**config.mk**
```make
export PLATFORM = sky130hd
export DESIGN_NAME = temperature_compensation_tracker
export DESIGN_NICKNAME = d
export VERILOG_FILES = /design/src/design/tct_pkg.sv /design/src/design/tct_front.sv /design/src/design/tct_back.sv /design/src/design/temperature_compensation_tracker.sv
export SDC_FILE = /design/constraint.sdc
export NUM_CORES = 1
export LEC_CHECK = 0
export ABC_AREA = 1
export BUFFER_PORTS_ARGS = -buffer_cell sky130_fd_sc_hd__buf_4
export CAP_MARGIN = 5
export CORE_AREA = 3 3 309 189
export DETAILED_ROUTE_END_ITERATION = 8
export DIE_AREA = 0 0 312 192
export GPL_TIMING_DRIVEN = 0
export PLACE_DENSITY = 0.63
export SLEW_MARGIN = 5
export SYNTH_ARGS = -nofsm -noshare
export SYNTH_HDL_FRONTEND = slang
export SYNTH_SLANG_ARGS = --single-unit
```
**constraint.sdc**
```tcl
create_clock -name clk -period 10.7 [get_ports clk]
set_input_delay 0.535 -clock clk [delete_from_list [all_inputs] [get_ports clk]]
set_output_delay 0.535 -clock clk [all_outputs]
set_load 0.005 [all_outputs]
```
**src/design/tct_pkg.sv**
```systemverilog
// Shared types, constants and helpers for the temperature compensation tracker.
// Used by tct_front, tct_back and temperature_compensation_tracker; no dependencies.
package tct_pkg;

	// saturation limit of the consecutive failure count (1 to 3)
	localparam int MAX_FAILED_READS = 3;
	localparam int FAIL_W = $clog2(MAX_FAILED_READS + 1);

	// queue between front and back
	localparam int Q_DEPTH = 2;
	localparam int Q_AW = $clog2(Q_DEPTH);
	localparam int Q_CW = $clog2(Q_DEPTH + 1);

	localparam int ADC_W = 20;

	// configuration register indexes
	localparam int CFG_IDX_W = 2;
	localparam logic [CFG_IDX_W-1:0] REG_CAL_T1 = 2'd0;
	localparam logic [CFG_IDX_W-1:0] REG_CAL_T2 = 2'd1;
	localparam logic [CFG_IDX_W-1:0] REG_CAL_T3 = 2'd2;

	// command codes
	localparam logic CMD_READ_OK   = 1'b0;
	localparam logic CMD_READ_FAIL = 1'b1;

	typedef struct packed {
		logic       cmd;
		logic [7:0] raw_msb;
		logic [7:0] raw_lsb;
		logic [7:0] raw_xlsb;
	} in_item_t;

	typedef struct packed {
		logic signed [31:0] temperature_centi;
		logic               temp_valid;
		logic [1:0]         fail_count;
		logic               status;
	} out_item_t;

	// classified item handed from front to back
	typedef struct packed {
		logic             fail;
		logic [ADC_W-1:0] adc;
	} work_t;

	typedef struct packed {
		logic        [15:0] t1;
		logic signed [15:0] t2;
		logic signed [15:0] t3;
	} cal_t;

	// arithmetic right shift of a 32-bit two's complement word
	function automatic logic [31:0] asr32(input logic [31:0] v, input logic [4:0] n);
		return $unsigned($signed(v) >>> n);
	endfunction

endpackage

```
**src/design/tct_front.sv**
```systemverilog
// Front end: takes input beats, assembles the raw sample and queues classified items.
// Depends on tct_pkg.
module tct_front (
	input  logic                clk,
	input  logic                arst_n,
	input  logic                push,
	output logic                full,
	input  tct_pkg::in_item_t   sample,
	output logic                work_valid,
	input  logic                work_take,
	output tct_pkg::work_t      work
);

	tct_pkg::work_t             q_mem_q [tct_pkg::Q_DEPTH];
	logic [tct_pkg::Q_AW-1:0]   wr_ptr_q;
	logic [tct_pkg::Q_AW-1:0]   rd_ptr_q;
	logic [tct_pkg::Q_CW-1:0]   cnt_q;
	tct_pkg::work_t             classified;
	logic                       accept;

	function automatic logic [tct_pkg::Q_AW-1:0] ptr_inc(input logic [tct_pkg::Q_AW-1:0] p);
		if (p == tct_pkg::Q_AW'(tct_pkg::Q_DEPTH - 1)) begin
			return '0;
		end
		return p + 1'b1;
	endfunction

	always_comb begin
		classified.fail = (sample.cmd == tct_pkg::CMD_READ_FAIL);
		// drop the low nibble of the extra byte
		classified.adc  = {sample.raw_msb, sample.raw_lsb, sample.raw_xlsb[7:4]};
	end

	assign full       = (cnt_q == tct_pkg::Q_CW'(tct_pkg::Q_DEPTH));
	assign accept     = push && !full;
	assign work_valid = (cnt_q != '0);
	assign work       = q_mem_q[rd_ptr_q];

	always_ff @(posedge clk) begin
		if (accept) begin
			q_mem_q[wr_ptr_q] <= classified;
		end
	end

	always_ff @(posedge clk or negedge arst_n) begin
		if (!arst_n) begin
			wr_ptr_q <= '0;
			rd_ptr_q <= '0;
			cnt_q    <= '0;
		end else begin
			if (accept) begin
				wr_ptr_q <= ptr_inc(wr_ptr_q);
			end
			if (work_take) begin
				rd_ptr_q <= ptr_inc(rd_ptr_q);
			end
			case ({accept, work_take})
				2'b10:   cnt_q <= cnt_q + 1'b1;
				2'b01:   cnt_q <= cnt_q - 1'b1;
				default: cnt_q <= cnt_q;
			endcase
		end
	end

	a_take_nonempty: assert property (@(posedge clk) disable iff (!arst_n)
		work_take |-> cnt_q != '0)
		else $error("front queue read while empty");

	a_cnt_bound: assert property (@(posedge clk) disable iff (!arst_n)
		cnt_q <= tct_pkg::Q_CW'(tct_pkg::Q_DEPTH))
		else $error("front queue count out of range");

	a_push_grows: assert property (@(posedge clk) disable iff (!arst_n)
		(accept && !work_take) |=> cnt_q == $past(cnt_q) + 1'b1)
		else $error("front queue lost a beat");

endmodule

```
**src/design/tct_back.sv**
```systemverilog
// Back end: compensation sequencer on one shared 32x32 multiplier, tracker state
// and the result register. Depends on tct_pkg.
module tct_back (
	input  logic                clk,
	input  logic                arst_n,
	input  logic                work_valid,
	output logic                work_take,
	input  tct_pkg::work_t      work,
	input  tct_pkg::cal_t       cal,
	output logic                empty,
	input  logic                pop,
	output tct_pkg::out_item_t  result
);

	localparam logic [2:0] ST_IDLE = 3'd0;
	localparam logic [2:0] ST_SQ   = 3'd1;
	localparam logic [2:0] ST_QUAD = 3'd2;
	localparam logic [2:0] ST_SUM  = 3'd3;
	localparam logic [2:0] ST_DONE = 3'd4;

	logic [2:0]                  state_q;
	logic [31:0]                 prod_q;
	logic [31:0]                 d2_q;
	logic [31:0]                 var1_q;
	logic [31:0]                 fine_q;
	logic [31:0]                 temp_q;
	logic                        valid_q;
	logic                        warn_q;
	logic [tct_pkg::FAIL_W-1:0]  fail_cnt_q;
	logic                        out_v_q;
	tct_pkg::out_item_t          out_q;

	logic [31:0] d1;
	logic [31:0] d2;
	logic [31:0] t2_ext;
	logic [31:0] t3_ext;
	logic [31:0] mul_a;
	logic [31:0] mul_b;
	logic [31:0] mul_p;
	logic [31:0] fine5;
	logic [31:0] comp;
	logic        out_free;
	logic        fail_done;
	logic        ok_done;
	logic [tct_pkg::FAIL_W-1:0] fail_next;
	logic        at_limit;

	assign d1 = {15'b0, work.adc[19:3]} - {15'b0, cal.t1, 1'b0};
	assign d2 = {16'b0, work.adc[19:4]} - {16'b0, cal.t1};
	assign t2_ext = {{16{cal.t2[15]}}, cal.t2};
	assign t3_ext = {{16{cal.t3[15]}}, cal.t3};

	always_comb begin
		case (state_q)
			ST_SQ: begin
				mul_a = d2_q;
				mul_b = d2_q;
			end
			ST_QUAD: begin
				mul_a = tct_pkg::asr32(prod_q, 5'd12);
				mul_b = t3_ext;
			end
			default: begin
				mul_a = d1;
				mul_b = t2_ext;
			end
		endcase
	end

	// low word only: products wrap modulo 2^32
	assign mul_p = mul_a * mul_b;

	assign fine5 = {fine_q[29:0], 2'b00} + fine_q + 32'd128;
	assign comp  = tct_pkg::asr32(fine5, 5'd8);

	assign out_free  = !out_v_q || pop;
	assign fail_done = (state_q == ST_IDLE) && work_valid && work.fail && out_free;
	assign ok_done   = (state_q == ST_DONE) && out_free;
	assign work_take = (state_q == ST_IDLE) && work_valid && (!work.fail || out_free);

	always_comb begin
		if (fail_cnt_q < tct_pkg::FAIL_W'(tct_pkg::MAX_FAILED_READS)) begin
			fail_next = fail_cnt_q + 1'b1;
		end else begin
			fail_next = fail_cnt_q;
		end
		at_limit = (fail_next >= tct_pkg::FAIL_W'(tct_pkg::MAX_FAILED_READS));
	end

	always_ff @(posedge clk) begin
		case (state_q)
			ST_IDLE: begin
				prod_q <= mul_p;
				d2_q   <= d2;
			end
			ST_SQ: begin
				var1_q <= tct_pkg::asr32(prod_q, 5'd11);
				prod_q <= mul_p;
			end
			ST_QUAD: begin
				prod_q <= mul_p;
			end
			ST_SUM: begin
				fine_q <= var1_q + tct_pkg::asr32(prod_q, 5'd14);
			end
			default: begin
				prod_q <= prod_q;
			end
		endcase
		if (fail_done) begin
			out_q.temperature_centi <= temp_q;
			out_q.temp_valid        <= at_limit ? 1'b0 : valid_q;
			out_q.fail_count        <= 2'(fail_next);
			out_q.status            <= at_limit ? 1'b1 : warn_q;
		end else if (ok_done) begin
			out_q.temperature_centi <= comp;
			out_q.temp_valid        <= 1'b1;
			out_q.fail_count        <= 2'b00;
			out_q.status            <= 1'b0;
		end
	end

	always_ff @(posedge clk or negedge arst_n) begin
		if (!arst_n) begin
			state_q    <= ST_IDLE;
			temp_q     <= '0;
			valid_q    <= 1'b0;
			warn_q     <= 1'b1;
			fail_cnt_q <= '0;
			out_v_q    <= 1'b0;
		end else begin
			case (state_q)
				ST_IDLE: begin
					if (work_take && !work.fail) begin
						state_q <= ST_SQ;
					end
				end
				ST_SQ:   state_q <= ST_QUAD;
				ST_QUAD: state_q <= ST_SUM;
				ST_SUM:  state_q <= ST_DONE;
				ST_DONE: begin
					// hold until the result register frees up
					if (out_free) begin
						state_q <= ST_IDLE;
					end
				end
				default: state_q <= ST_IDLE;
			endcase

			if (fail_done) begin
				fail_cnt_q <= fail_next;
				if (at_limit) begin
					valid_q <= 1'b0;
					warn_q  <= 1'b1;
				end
			end else if (ok_done) begin
				temp_q     <= comp;
				valid_q    <= 1'b1;
				warn_q     <= 1'b0;
				fail_cnt_q <= '0;
			end

			if (fail_done || ok_done) begin
				out_v_q <= 1'b1;
			end else if (pop) begin
				out_v_q <= 1'b0;
			end
		end
	end

	assign empty  = !out_v_q;
	assign result = out_q;

	a_valid_warn_excl: assert property (@(posedge clk) disable iff (!arst_n)
		!(valid_q && warn_q))
		else $error("valid flag and warning both set");

	a_fail_cnt_bound: assert property (@(posedge clk) disable iff (!arst_n)
		fail_cnt_q <= tct_pkg::FAIL_W'(tct_pkg::MAX_FAILED_READS))
		else $error("failure count above limit");

	a_take_idle: assert property (@(posedge clk) disable iff (!arst_n)
		work_take |-> state_q == ST_IDLE)
		else $error("item taken while sequencer busy");

	a_done_holds: assert property (@(posedge clk) disable iff (!arst_n)
		(state_q == ST_DONE && !out_free) |=> state_q == ST_DONE)
		else $error("result dropped while output register full");

	a_out_holds: assert property (@(posedge clk) disable iff (!arst_n)
		(out_v_q && !pop) |=> out_v_q && $stable(out_q))
		else $error("waiting result changed before pop");

endmodule

```
**src/design/temperature_compensation_tracker.sv**
```systemverilog
// Temperature compensation tracker: a read-failure item is registered into the result
// register as soon as the back end takes it; a successful read first goes through
// three passes through the single shared 32x32 multiplier, the sum and the final scale
// step, and the back end takes no new item until that read is through. A two-beat queue
// in front and a one-beat result register behind let input and output stall
// independently. Calibration writes are always ready and take effect at once; write them
// only while no item is in flight. Index three is ignored.
module temperature_compensation_tracker (
	input  logic                                clk,
	input  logic                                arst_n,
	input  logic                                push,
	output logic                                full,
	input  tct_pkg::in_item_t                   sample,
	output logic                                empty,
	input  logic                                pop,
	output tct_pkg::out_item_t                  result,
	input  logic                                cfg_valid,
	output logic                                cfg_ready,
	input  logic [tct_pkg::CFG_IDX_W-1:0]       cfg_index,
	input  logic [15:0]                         cfg_data
);

	tct_pkg::cal_t   cal_q;
	tct_pkg::work_t  work;
	logic            work_valid;
	logic            work_take;

	assign cfg_ready = 1'b1;

	always_ff @(posedge clk or negedge arst_n) begin
		if (!arst_n) begin
			cal_q <= '0;
		end else if (cfg_valid && cfg_ready) begin
			case (cfg_index)
				tct_pkg::REG_CAL_T1: cal_q.t1 <= cfg_data;
				tct_pkg::REG_CAL_T2: cal_q.t2 <= cfg_data;
				tct_pkg::REG_CAL_T3: cal_q.t3 <= cfg_data;
				default:             cal_q    <= cal_q;
			endcase
		end
	end

	tct_front u_front (
		.clk        (clk),
		.arst_n     (arst_n),
		.push       (push),
		.full       (full),
		.sample     (sample),
		.work_valid (work_valid),
		.work_take  (work_take),
		.work       (work)
	);

	tct_back u_back (
		.clk        (clk),
		.arst_n     (arst_n),
		.work_valid (work_valid),
		.work_take  (work_take),
		.work       (work),
		.cal        (cal_q),
		.empty      (empty),
		.pop        (pop),
		.result     (result)
	);

endmodule

```
== Word-level counts from Yosys, hierarchy flattened ==
Memories as Yosys holds them, arrays and structs flattened.
Index checks and enable logic that the tools add are counted.

* Memories: 1
* Word-level logic and storage cells: 100
* RAM bits: 42
* Bits in registers: 237

* Equal/unequal tests: 11
* $lt $le $gt $ge: 2
* $mul: 1
* Muxes and demuxes: 29
* $add $sub $neg: 10
* Reductions and logical operators: 25
* Bitwise operators: 1

{| class="wikitable"
|+ Memory list
! name !! depth !! width !! read ports !! clocked after memory_dff !! wr ports !! line !! source
|-
| u_front.q_mem_q || 2 || 21 || 1 || 0 || 1 || tct_front.sv:14 || <nowiki>tct_pkg::work_t q_mem_q [tct_pkg::Q_DEPTH];</nowiki>
|}

{| class="wikitable"
|+ Operators with widths
! cell !! count
|-
| case mux 32 bit (2 select lines) || 2
|-
| 2-to-1 mux 36 bit || 2
|-
| adder 32 bit || 1
|-
| adder 32 x 8 -> 32 bit (second input constant) || 1
|-
| multiplier 32 x 32 -> 32 bit || 1
|-
| adder 21 x 18 -> 22 bit || 1
|-
| 2-to-1 mux 1 bit || 18
|-
| subtractor 17 x 17 -> 18 bit || 1
|-
| subtractor 16 x 16 -> 17 bit || 1
|-
| case mux 3 bit (5 select lines) || 1
|-
| AND reduction 2 bit || 5
|-
| nonzero test 2 bit || 4
|-
| logical AND 1 bit || 7
|-
| == test 2 bit (second input constant) || 3
|-
| == test 3 x 2 -> 1 bit (second input constant) || 2
|-
| 2-to-1 mux 2 bit || 3
|-
| 2-to-1 mux 3 bit || 2
|-
| adder 2 x 1 -> 2 bit (second input constant) || 2
|-
| == test 2 x 1 -> 1 bit (second input constant) || 2
|-
| case mux 2 bit (2 select lines) || 1
|-
| == test 3 x 1 -> 1 bit (second input constant) || 1
|-
| == test 3 bit (second input constant) || 1
|-
| logical NOT 1 bit || 3
|-
| logical NOT 3 bit || 1
|-
| other kinds (10) || 13
|}

== Longest topological paths before layout ==
Gate-level depths: netlist of run 1.

* Depth in word-level cells: 7
* Gate-level depth with buffers: 49
* Depth with buffers taken out: 48

== Modules after synthesis ==
Synthesis of run 1 repeated with hierarchy kept, for this count alone.

* Cell total of the unflattened synthesis: 2938
* Area total of the unflattened synthesis: 25876.1 µm²

{| class="wikitable"
|+ Modules (own cells, without submodules)
! module !! area an instance (µm²) !! cells an instance !! instances
|-
| tct_back || 22033.6 || 2585 || 1
|-
| temperature_compensation_tracker || 2055.7 || 216 || 1
|-
| tct_front || 1786.7 || 137 || 1
|}

== Worst setup path after synthesis of run 1 ==
No wires, ideal clock.

* Path kind: reg2reg
* From: reg u_front.rd_ptr_q
* To: reg u_back.prod_q[31], data pin
* Period minus slack after synthesis: 8599 ps
* Buffers on the path: 2
* Stages on the path, launching flop included: 46
* Data arrival time: 8349 ps
* Library setup time: 249 ps
* Path slack: 2101 ps
* Data required time: 10451 ps
* Path through: dfrtp_1 clkbuf_1 mux2i_1 ha_1 fa_1 inv_1 nand3_1 nand2_1 nand2_1 nand2_1 nand2_1 nand2_1 nand2_1 nand2_1 nand2_2 nand2_1 clkbuf_1 nor2_1 (+10 left out) fa_1 inv_1 fa_1 fa_1 ha_1 inv_1 nor3_1 inv_1 nor3_1 inv_1 o21ai_0 inv_1 nand2_1 nand3_1 nand2_1 nand3_1 nand2_1 inv_1

* Cells in the longest elaborated chain, start to end: 4

{| class="wikitable"
|+ Ends and longest elaborated chain
! element !! line !! source
|-
| from (decl) || tct_front.sv:16 || <nowiki>logic [tct_pkg::Q_AW-1:0] rd_ptr_q;</nowiki>
|-
| from (signal assigned) || tct_front.sv:55 || <nowiki>rd_ptr_q <= ptr_inc(rd_ptr_q);</nowiki>
|-
| memory read (2 x 21 bit) || -- ||
|-
| subtractor 17 x 17 -> 18 bit || tct_back.sv:48 || <nowiki>assign d1 = {15'b0, work.adc[19:3]} - {15'b0, cal.t1, 1'b0};</nowiki>
|-
| case mux 32 bit (2 select lines) || tct_back.sv:54 || <nowiki>case (state_q)</nowiki>
|-
| multiplier 32 x 32 -> 32 bit || tct_back.sv:71 || <nowiki>assign mul_p = mul_a * mul_b;</nowiki>
|-
| net u_back.mul_p[31] || tct_back.sv:39 || <nowiki>logic [31:0] mul_p;</nowiki>
|-
| to (signal assigned) || tct_back.sv:93 || <nowiki>prod_q <= mul_p;</nowiki>
|-
| to (signal assigned) || tct_back.sv:98 || <nowiki>prod_q <= mul_p;</nowiki>
|-
| to (signal assigned) || tct_back.sv:101 || <nowiki>prod_q <= mul_p;</nowiki>
|-
| to (decl) || tct_back.sv:22 || <nowiki>logic [31:0] prod_q;</nowiki>
|}

The timed path passes the listed nets, and every way through them passes these cells.
A chain may end at the register's enable or synchronous reset.

== Worst setup path after layout of run 1 ==
Same ends and word-level chain as after synthesis.

==> flow_summary_export.csv, run 1 <==
group,metric,value,unit
outcome,status,"finished, final reports clean",
placement,placed_area,26600,sq um
die,die_w,312,um
placement,dp.cells,3620,
clocking,clk_latency,0.51,ns
layout,n_antenna_cell,0,
worst_setup_path,crit_type,"flip-flop to flip-flop",
detailed_routing,drt-met1-wl,33.6,mm
global_routing,first_global_vias,19200,
detailed_routing,dr_wl_met3,8.24,mm
logic_synthesis,synth_seq_cells,229,
logic_synthesis,synth_compound_area_share,6.08,%
sta,finalSetupViolCount,0,
detailed_routing,ant_nets,0,
sta,rsz0062_at_grt,"false",
worst_setup_path,critPathMaxStageDelay,0.67,ns
layout,synthToLayoutAreaGrowth,9.78,%
logic_synthesis,synth_mux_area_share,0.0401,%
global_routing,grt_antenna_before_repair,0,
logic_synthesis,syn_nets,3388,
logic_synthesis,synthAdderAreaFrac,39.2,%
global_routing,grtUsageTotal,23.6,%
run,drv_cap,0,
detailed_routing,route.detailed.drc,0,
detailed_routing,via_per_inst,5.16,
worst_setup_path,critPathArrivalTime,10.38,ns
logic_synthesis,yosys_most_used_dff,"edfxtp_1",
worst_setup_path,worstPathMaxFanout,10,
die,die_area,59900,sq um
clocking,numCtsBuffers,20,
min_path,hold_path_class,"input port to async pin",
global_routing,grt_overflow,0,
clocking,ctsHoldBuffers,0,
detailed_routing,top_layer,"met4",
clocking,clkTransAtPathRegs,0.07,ns
clocking,cts_tree,"built",
global_routing,grt_pass1_wl,109,mm
logic_synthesis,ys_warn_count,0,
detailed_routing,drt-initial-drc-count,1796,
clocking,clock-sinks,229,
placement,gp_congestion,0.989,
logic_synthesis,avgSynthCellArea,8.99,sq um
layout,final_cell_area,27400,sq um
detailed_routing,route.met2.wl,26.4,mm
sta,setup-tns-final,0,ns
sta,whs,0.194,ns
logic_synthesis,synth.distinct_cells,56,
logic_synthesis,yosysSeqAreaShare,25.9,%
logic_synthesis,post_synth_xor_area_fraction,3.12,%
detailed_routing,wl_per_cell,18.9,um
sta,fmax,98.9,MHz
placement,hpwlAfterDp,59.3,mm
clocking,clock-root-buffer,"clkbuf_16",
die,rows,67,
die,core_area,55700,sq um
sta,min_period,10.11,ns
worst_setup_path,crit_path_start_kind,"flip-flop",
layout,fin_nets,3496,
logic_synthesis,synth_top_family_by_area,"adder cells",
worst_setup_path,critPathSlowestCell,"fa_1",
clocking,cts_max_path_buffers,3,
die,start_util,44.9,%
layout,final-instance-count-excl-fill,3659,
detailed_routing,vias,18900,
worst_setup_path,rr_worst_depth,43,
worst_setup_path,worst_setup_path_end_kind,"flip-flop",
die,ioPinCount,87,
logic_synthesis,synthArstFlopShare,36.7,%
worst_setup_path,critPathRequiredTime,10.97,ns
sta,worst-slew-pin-transition,1.30,ns
logic_synthesis,syn-instance-count,2778,
sta,slew_headroom,13.3,%
global_routing,grt_max_degree,85,
sta,drv_slew,0,
logic_synthesis,synthSimpleGateAreaFrac,15.0,%
logic_synthesis,synth_edf_count,145,
clocking,htreeDepth,1,
layout,drive_above_1_share,7.45,%
detailed_routing,finalWirelength,69.3,mm
sta,finalHoldViolations,0,
sta,skew,0.00938,ns
placement,io_buffers,78,
sta,min_period_over_period,94.5,%
detailed_routing,drt_pre_antenna_iters,5,
logic_synthesis,synthesis.area,25000,sq um
die,die_h,192,um
cells in the final DEF (no fill, tap or decap), types with 4 or more instances in the layout:
cell type | Yosys | layout
o21ai_0 | 126 | 126
clkbuf_1 | 49 | 38
a21oi_2 | 6 | 7
fa_1 | 368 | 365
dfrtp_1 | 83 | 83
clkbuf_8 | 0 | 5
nand2_2 | 8 | 11
nand4_1 | 10 | 10
nand3_1 | 60 | 60
buf_8 | 0 | 4
buf_2 | 9 | 10
ha_1 | 194 | 193
edfxtp_1 | 145 | 145
buf_4 | 10 | 92
and2_1 | 6 | 6
o21ai_1 | 11 | 10
inv_2 | 11 | 12
nand3b_1 | 10 | 10
nand2_1 | 535 | 532
nor3_1 | 12 | 11
clkbuf_16 | 0 | 22
nor2_2 | 0 | 5
xor2_1 | 54 | 54
xnor2_1 | 35 | 35
a21oi_1 | 100 | 99
o31ai_1 | 4 | 4
clkbuf_2 | 0 | 10
inv_1 | 605 | 603
o21bai_1 | 4 | 4
nor2_1 | 272 | 267
metrics by stage:
stage	utilization (%)	setup WS, ns
2_1_floorplan	-	2.10
3_3_place_gp	47.6	-0.607
3_5_place_dp	47.8	-0.760
4_1_cts	49.1	0.0667
5_1_grt	49.3	0.00823
6_report	49.3	0.587
metal layers:
metal,GRT usage (%),vias up
met3,7.41,68
met1,37.2,9374
met2,31.9,774
met4,3.49,0
met5,0,-
li1,-,8666
worst max-delay path: cells and delay by family, from the launching register on:
kind | cells | cell delay [ns]
AOI/OAI and AO/OA | 5 | 0.87
DFF | 1 | 0.38
buffers and inverters | 12 | 1.87
and+or+nand+nor | 16 | 1.87
adders and majority gates | 10 | 4.89
kinds of logic after synthesis:
group,Yosys count
buffers and inverters,691
muxes,1
other,1
and+or+nand+nor,929
DFF,229
adders and majority gates,562
AOI/OAI and AO/OA,276
xor gates and xnor gates,89
final timing paths:
kind	from	end	slack, ns
worst max-delay path	u_front.rd_ptr_q$_DFFE_PN0P_	u_back.prod_q[31]$_DFFE_PP_	0.59
worst min-delay path	arst_n	cal_q[36]$_DFFE_PN0P_	0.19
worst max register to register	u_front.rd_ptr_q$_DFFE_PN0P_	u_back.prod_q[31]$_DFFE_PP_	0.59
worst min register to register	u_back.prod_q[11]$_DFFE_PP_	u_back.var1_q[0]$_DFFE_PN_	0.43
max in group asynchronous	arst_n	u_back.temp_q[14]$_DFFE_PN0P_	9.70
min in group clk	sample[10]	u_front.q_mem_q[1][6]$_DFFE_PP_	0.21
flip-flops by register name, indices dropped and copies added (netlist names), 2 cells and up:
register / flops
u_back.temp_q: 24
u_back.state_q: 3
u_back.fail_cnt_q: 2
u_back.fine_q: 22
u_front.cnt_q: 2
u_back.result: 28
u_back.prod_q: 21
cal_q: 48
u_back.d2_q: 17
u_front.q_mem_q: 36
u_back.var1_q: 21
cells in the mapped netlist, drive strengths merged, types with 2 or more instances:
master | count | area (sq um)
o21bai | 5 | 48.8
dfrtp | 83 | 2080
or2 | 6 | 40.0
nor4 | 2 | 18.8
xnor2 | 35 | 307
inv | 616 | 2310
nor2 | 273 | 1030
buf | 22 | 146
o21a | 3 | 22.5
edfxtp | 145 | 4350
o221ai | 3 | 26.3
o21ai | 140 | 719
xor2 | 54 | 473
nor3 | 13 | 76.3
o211ai | 3 | 22.5
nand3b | 10 | 75.1
a21o | 2 | 15.0
clkinv | 4 | 15.0
ha | 194 | 2430
a21boi | 4 | 33.8
a21oi | 106 | 553
clkbuf | 49 | 184
o31ai | 4 | 30.0
and2 | 6 | 37.5
nand3 | 62 | 320
nand4 | 10 | 62.6
nand2 | 545 | 2080
a31oi | 2 | 12.5
fa | 368 | 7370
timing repair:
| action | in CTS | in global routing |
|---|---|---|
| setup endpoints to repair | 1 | 1 |
| resized for setup | 5 | 34 |
| buffers inserted | 0 | 4 |
| pin swaps | 0 | 1 |
final cells by class:
| type | instances | area (sq um) |
|---|---|---|
| Clock inverter | 7 | 96.3 |
| Buffer | 70 | 348 |
| Sequential cell | 229 | 6460 |
| Tap cell | 759 | 950 |
| Fill cell | 5247 | 28200 |
| Multi-Input combinational cell | 1858 | 15900 |
| Timing Repair Buffer | 87 | 696 |
| Clock buffer | 29 | 627 |
| Inverter | 620 | 2330 |
Power of run 1 is not shown: default switching activity piles up to over one toggle a cycle in this logic, so the estimate is an artifact.
==> run 2: changes to the inputs <==
--- a/config.mk
+++ b/config.mk
@@ -8,12 +8,12 @@
 export ABC_AREA = 1
 export BUFFER_PORTS_ARGS = -buffer_cell sky130_fd_sc_hd__buf_4
 export CAP_MARGIN = 5
-export CORE_AREA = 3 3 309 189
+export CORE_AREA = 3 3 268 165
 export DETAILED_ROUTE_END_ITERATION = 8
-export DIE_AREA = 0 0 312 192
+export DIE_AREA = 0 0 271 168
 export GPL_TIMING_DRIVEN = 0
-export PLACE_DENSITY = 0.63
-export SLEW_MARGIN = 5
+export PLACE_DENSITY = 0.79
+export SLEW_MARGIN = 20
 export SYNTH_ARGS = -nofsm -noshare
 export SYNTH_HDL_FRONTEND = slang
 export SYNTH_SLANG_ARGS = --single-unit
==> run 2 against run 1 <==
Effect of this change: first-iteration DRC count grew 22%; clock-buffer cell count shrank 3; critical path depth is the same; register-to-register slack is essentially flat; final cell count shrank 5.4%; largest cell class unchanged; worst setup slack gained 0.0093 ns; clock skew grew 0.014 ns.
==> flow_summary_export.csv, run 2 (synthesized netlist as in run 1, its figures left out) <==
group,metric,value,unit
outcome,status,"finished, final reports clean",
worst_setup_path,critPathMaxStageDelay,0.69,ns
layout,final_common_cell,"inv_1",
sta,whs,0.0586,ns
layout,final-instance-count-excl-fill,3462,
detailed_routing,finalWirelength,67.5,mm
layout,n_antenna_cell,0,
die,die_w,271,um
worst_setup_path,r2r-start,"u_front.rd_ptr_q$_DFFE_PN0P_",
sta,min_period_over_period,94.4,%
global_routing,grt_overflow,0,
die,start_util,59.9,%
sta,skew,0.0235,ns
detailed_routing,wl_per_cell,19.5,um
sta,drv_slew,0,
sta,fmax,99.0,MHz
clocking,htreeDepth,1,
detailed_routing,ant_nets,0,
worst_setup_path,rr_worst_depth,43,
clocking,clock-sinks,229,
layout,fin_nets,3490,
placement,dp.cells,3432,
layout,largest_reg_flops,48,
layout,fillCellCount,3306,
worst_setup_path,worstPathMaxFanout,12,
run,drv_cap,0,
worst_setup_path,crit_type,"flip-flop to flip-flop",
global_routing,grt_antenna_before_repair,0,
clocking,cts_max_path_buffers,3,
placement,gp_congestion,1.04,
placement,place_ws,-0.405,ns
worst_setup_path,critPathArrivalTime,10.38,ns
detailed_routing,drt-initial-drc-count,2188,
sta,slew_headroom,28.9,%
layout,largest_register,"cal_q",
clocking,clk_latency,0.51,ns
global_routing,first_global_vias,20000,
sta,rsz0062_at_grt,"false",
detailed_routing,vias,19400,
worst_setup_path,crit_path_start_kind,"flip-flop",
sta,min_period,10.10,ns
clocking,clkTransAtPathRegs,0.08,ns
clocking,cts_tree,"built",
layout,drive_above_1_share,6.92,%
worst_setup_path,timing.rr.end,"u_back.prod_q[31]$_DFFE_PP_",
worst_setup_path,critPathRequiredTime,10.97,ns
layout,synthToLayoutAreaGrowth,8.08,%
sta,finalHoldViolations,0,
worst_setup_path,worst_setup_path_end_kind,"flip-flop",
sta,finalWorstSetupSlack,0.596,ns
global_routing,grt_pass1_wl,108,mm
die,rows,58,
placement,io_buffers,78,
detailed_routing,drt_pre_antenna_iters,6,
detailed_routing,route.detailed.drc,0,
sta,finalSetupViolCount,0,
clocking,numCtsBuffers,19,
die,ioPinCount,87,
die,die_h,168,um
worst_setup_path,critPathSlowestCell,"fa_2",
layout,final_core_util,64.7,%
global_routing,grtUsageTotal,30.4,%
layout,mostFrequentLayoutCells,"inv_1 (605), nand2_1 (532), fa_1 (365)",
global_routing,grt_max_degree,85,
placement,hpwlAfterDp,57.2,mm
clocking,clock-root-buffer,"clkbuf_16",
min_path,hold_path_class,"input port to async pin",
die,core_area,41700,sq um
die,die_area,45500,sq um
worst_setup_path,cp_common_cell,"nand2_1",
detailed_routing,via_per_inst,5.60,
sta,worst-slew-pin-transition,1.07,ns
clocking,ctsHoldBuffers,0,
clocking,postCtsSetupBuffers,0,
worst_setup_path,r2r_slack,0.60,ns
[run 2: final cells by class]
| type | count | area (sq um) | share of cell area [%] |
|---|---|---|---|
| Buffer | 68 | 329 | 1.22 |
| Clock buffer | 26 | 542 | 2.01 |
| Clock inverter | 7 | 60.1 | 0.222 |
| Inverter | 620 | 2330 | 8.64 |
| Multi-Input combinational cell | 1858 | 15900 | 58.9 |
| Sequential cell | 229 | 6460 | 23.9 |
| Tap cell | 570 | 713 | 2.64 |
| Timing Repair Buffer | 84 | 653 | 2.42 |
[run 2: worst max-delay path by stage]
stage,start,endpoint,slack (ns),cells after the start
floorplan,u_front.rd_ptr_q$_DFFE_PN0P_,u_back.prod_q[31]$_DFFE_PP_,2.10,45
global placement,u_front.rd_ptr_q$_DFFE_PN0P_,u_back.prod_q[31]$_DFFE_PP_,-0.39,44
detailed placement,u_front.rd_ptr_q$_DFFE_PN0P_,u_back.prod_q[31]$_DFFE_PP_,-0.41,44
CTS,u_front.rd_ptr_q$_DFFE_PN0P_,u_back.prod_q[31]$_DFFE_PP_,0.05,39
global route,u_front.rd_ptr_q$_DFFE_PN0P_,u_back.prod_q[31]$_DFFE_PP_,0.06,43
finish,u_front.rd_ptr_q$_DFFE_PN0P_,u_back.prod_q[31]$_DFFE_PP_,0.60,43
[run 2: per-stage QoR]
stage          instance area [sq um]  TNS, ns
2_1_floorplan                  25000        0
3_3_place_gp                   26300   -0.390
3_5_place_dp                   26400   -0.405
4_1_cts                        27000        0
5_1_grt                        27000        0
6_report                       27000        0
[run 2: timing repair]
action,in CTS,in global routing
endpoints found under the setup margin,1,1
endpoints found under the hold margin,0,0
gates resized for setup,2,21
[run 2: layer usage]
| layer | wire length, um | track usage (%) |
|---|---|---|
| met1 | 28200 | 44.4 |
| met2 | 27200 | 43.0 |
| met3 | 10700 | 12.9 |
| met4 | 1400 | 5.22 |
| met5 | 0 | 0 |
[run 2: worst max-delay path: cells and delay by family, from the launching register on]
family,cells,cell delay (ns)
adder cells (fa/ha/maj),11,5.39
buffers and inverters,10,1.10
multiplexers,1,0.20
AO/OA/AOI/OAI,4,0.73
flip-flops,1,0.38
AND/OR/NAND/NOR,17,2.06
Power of run 2 is left out for the same reason.
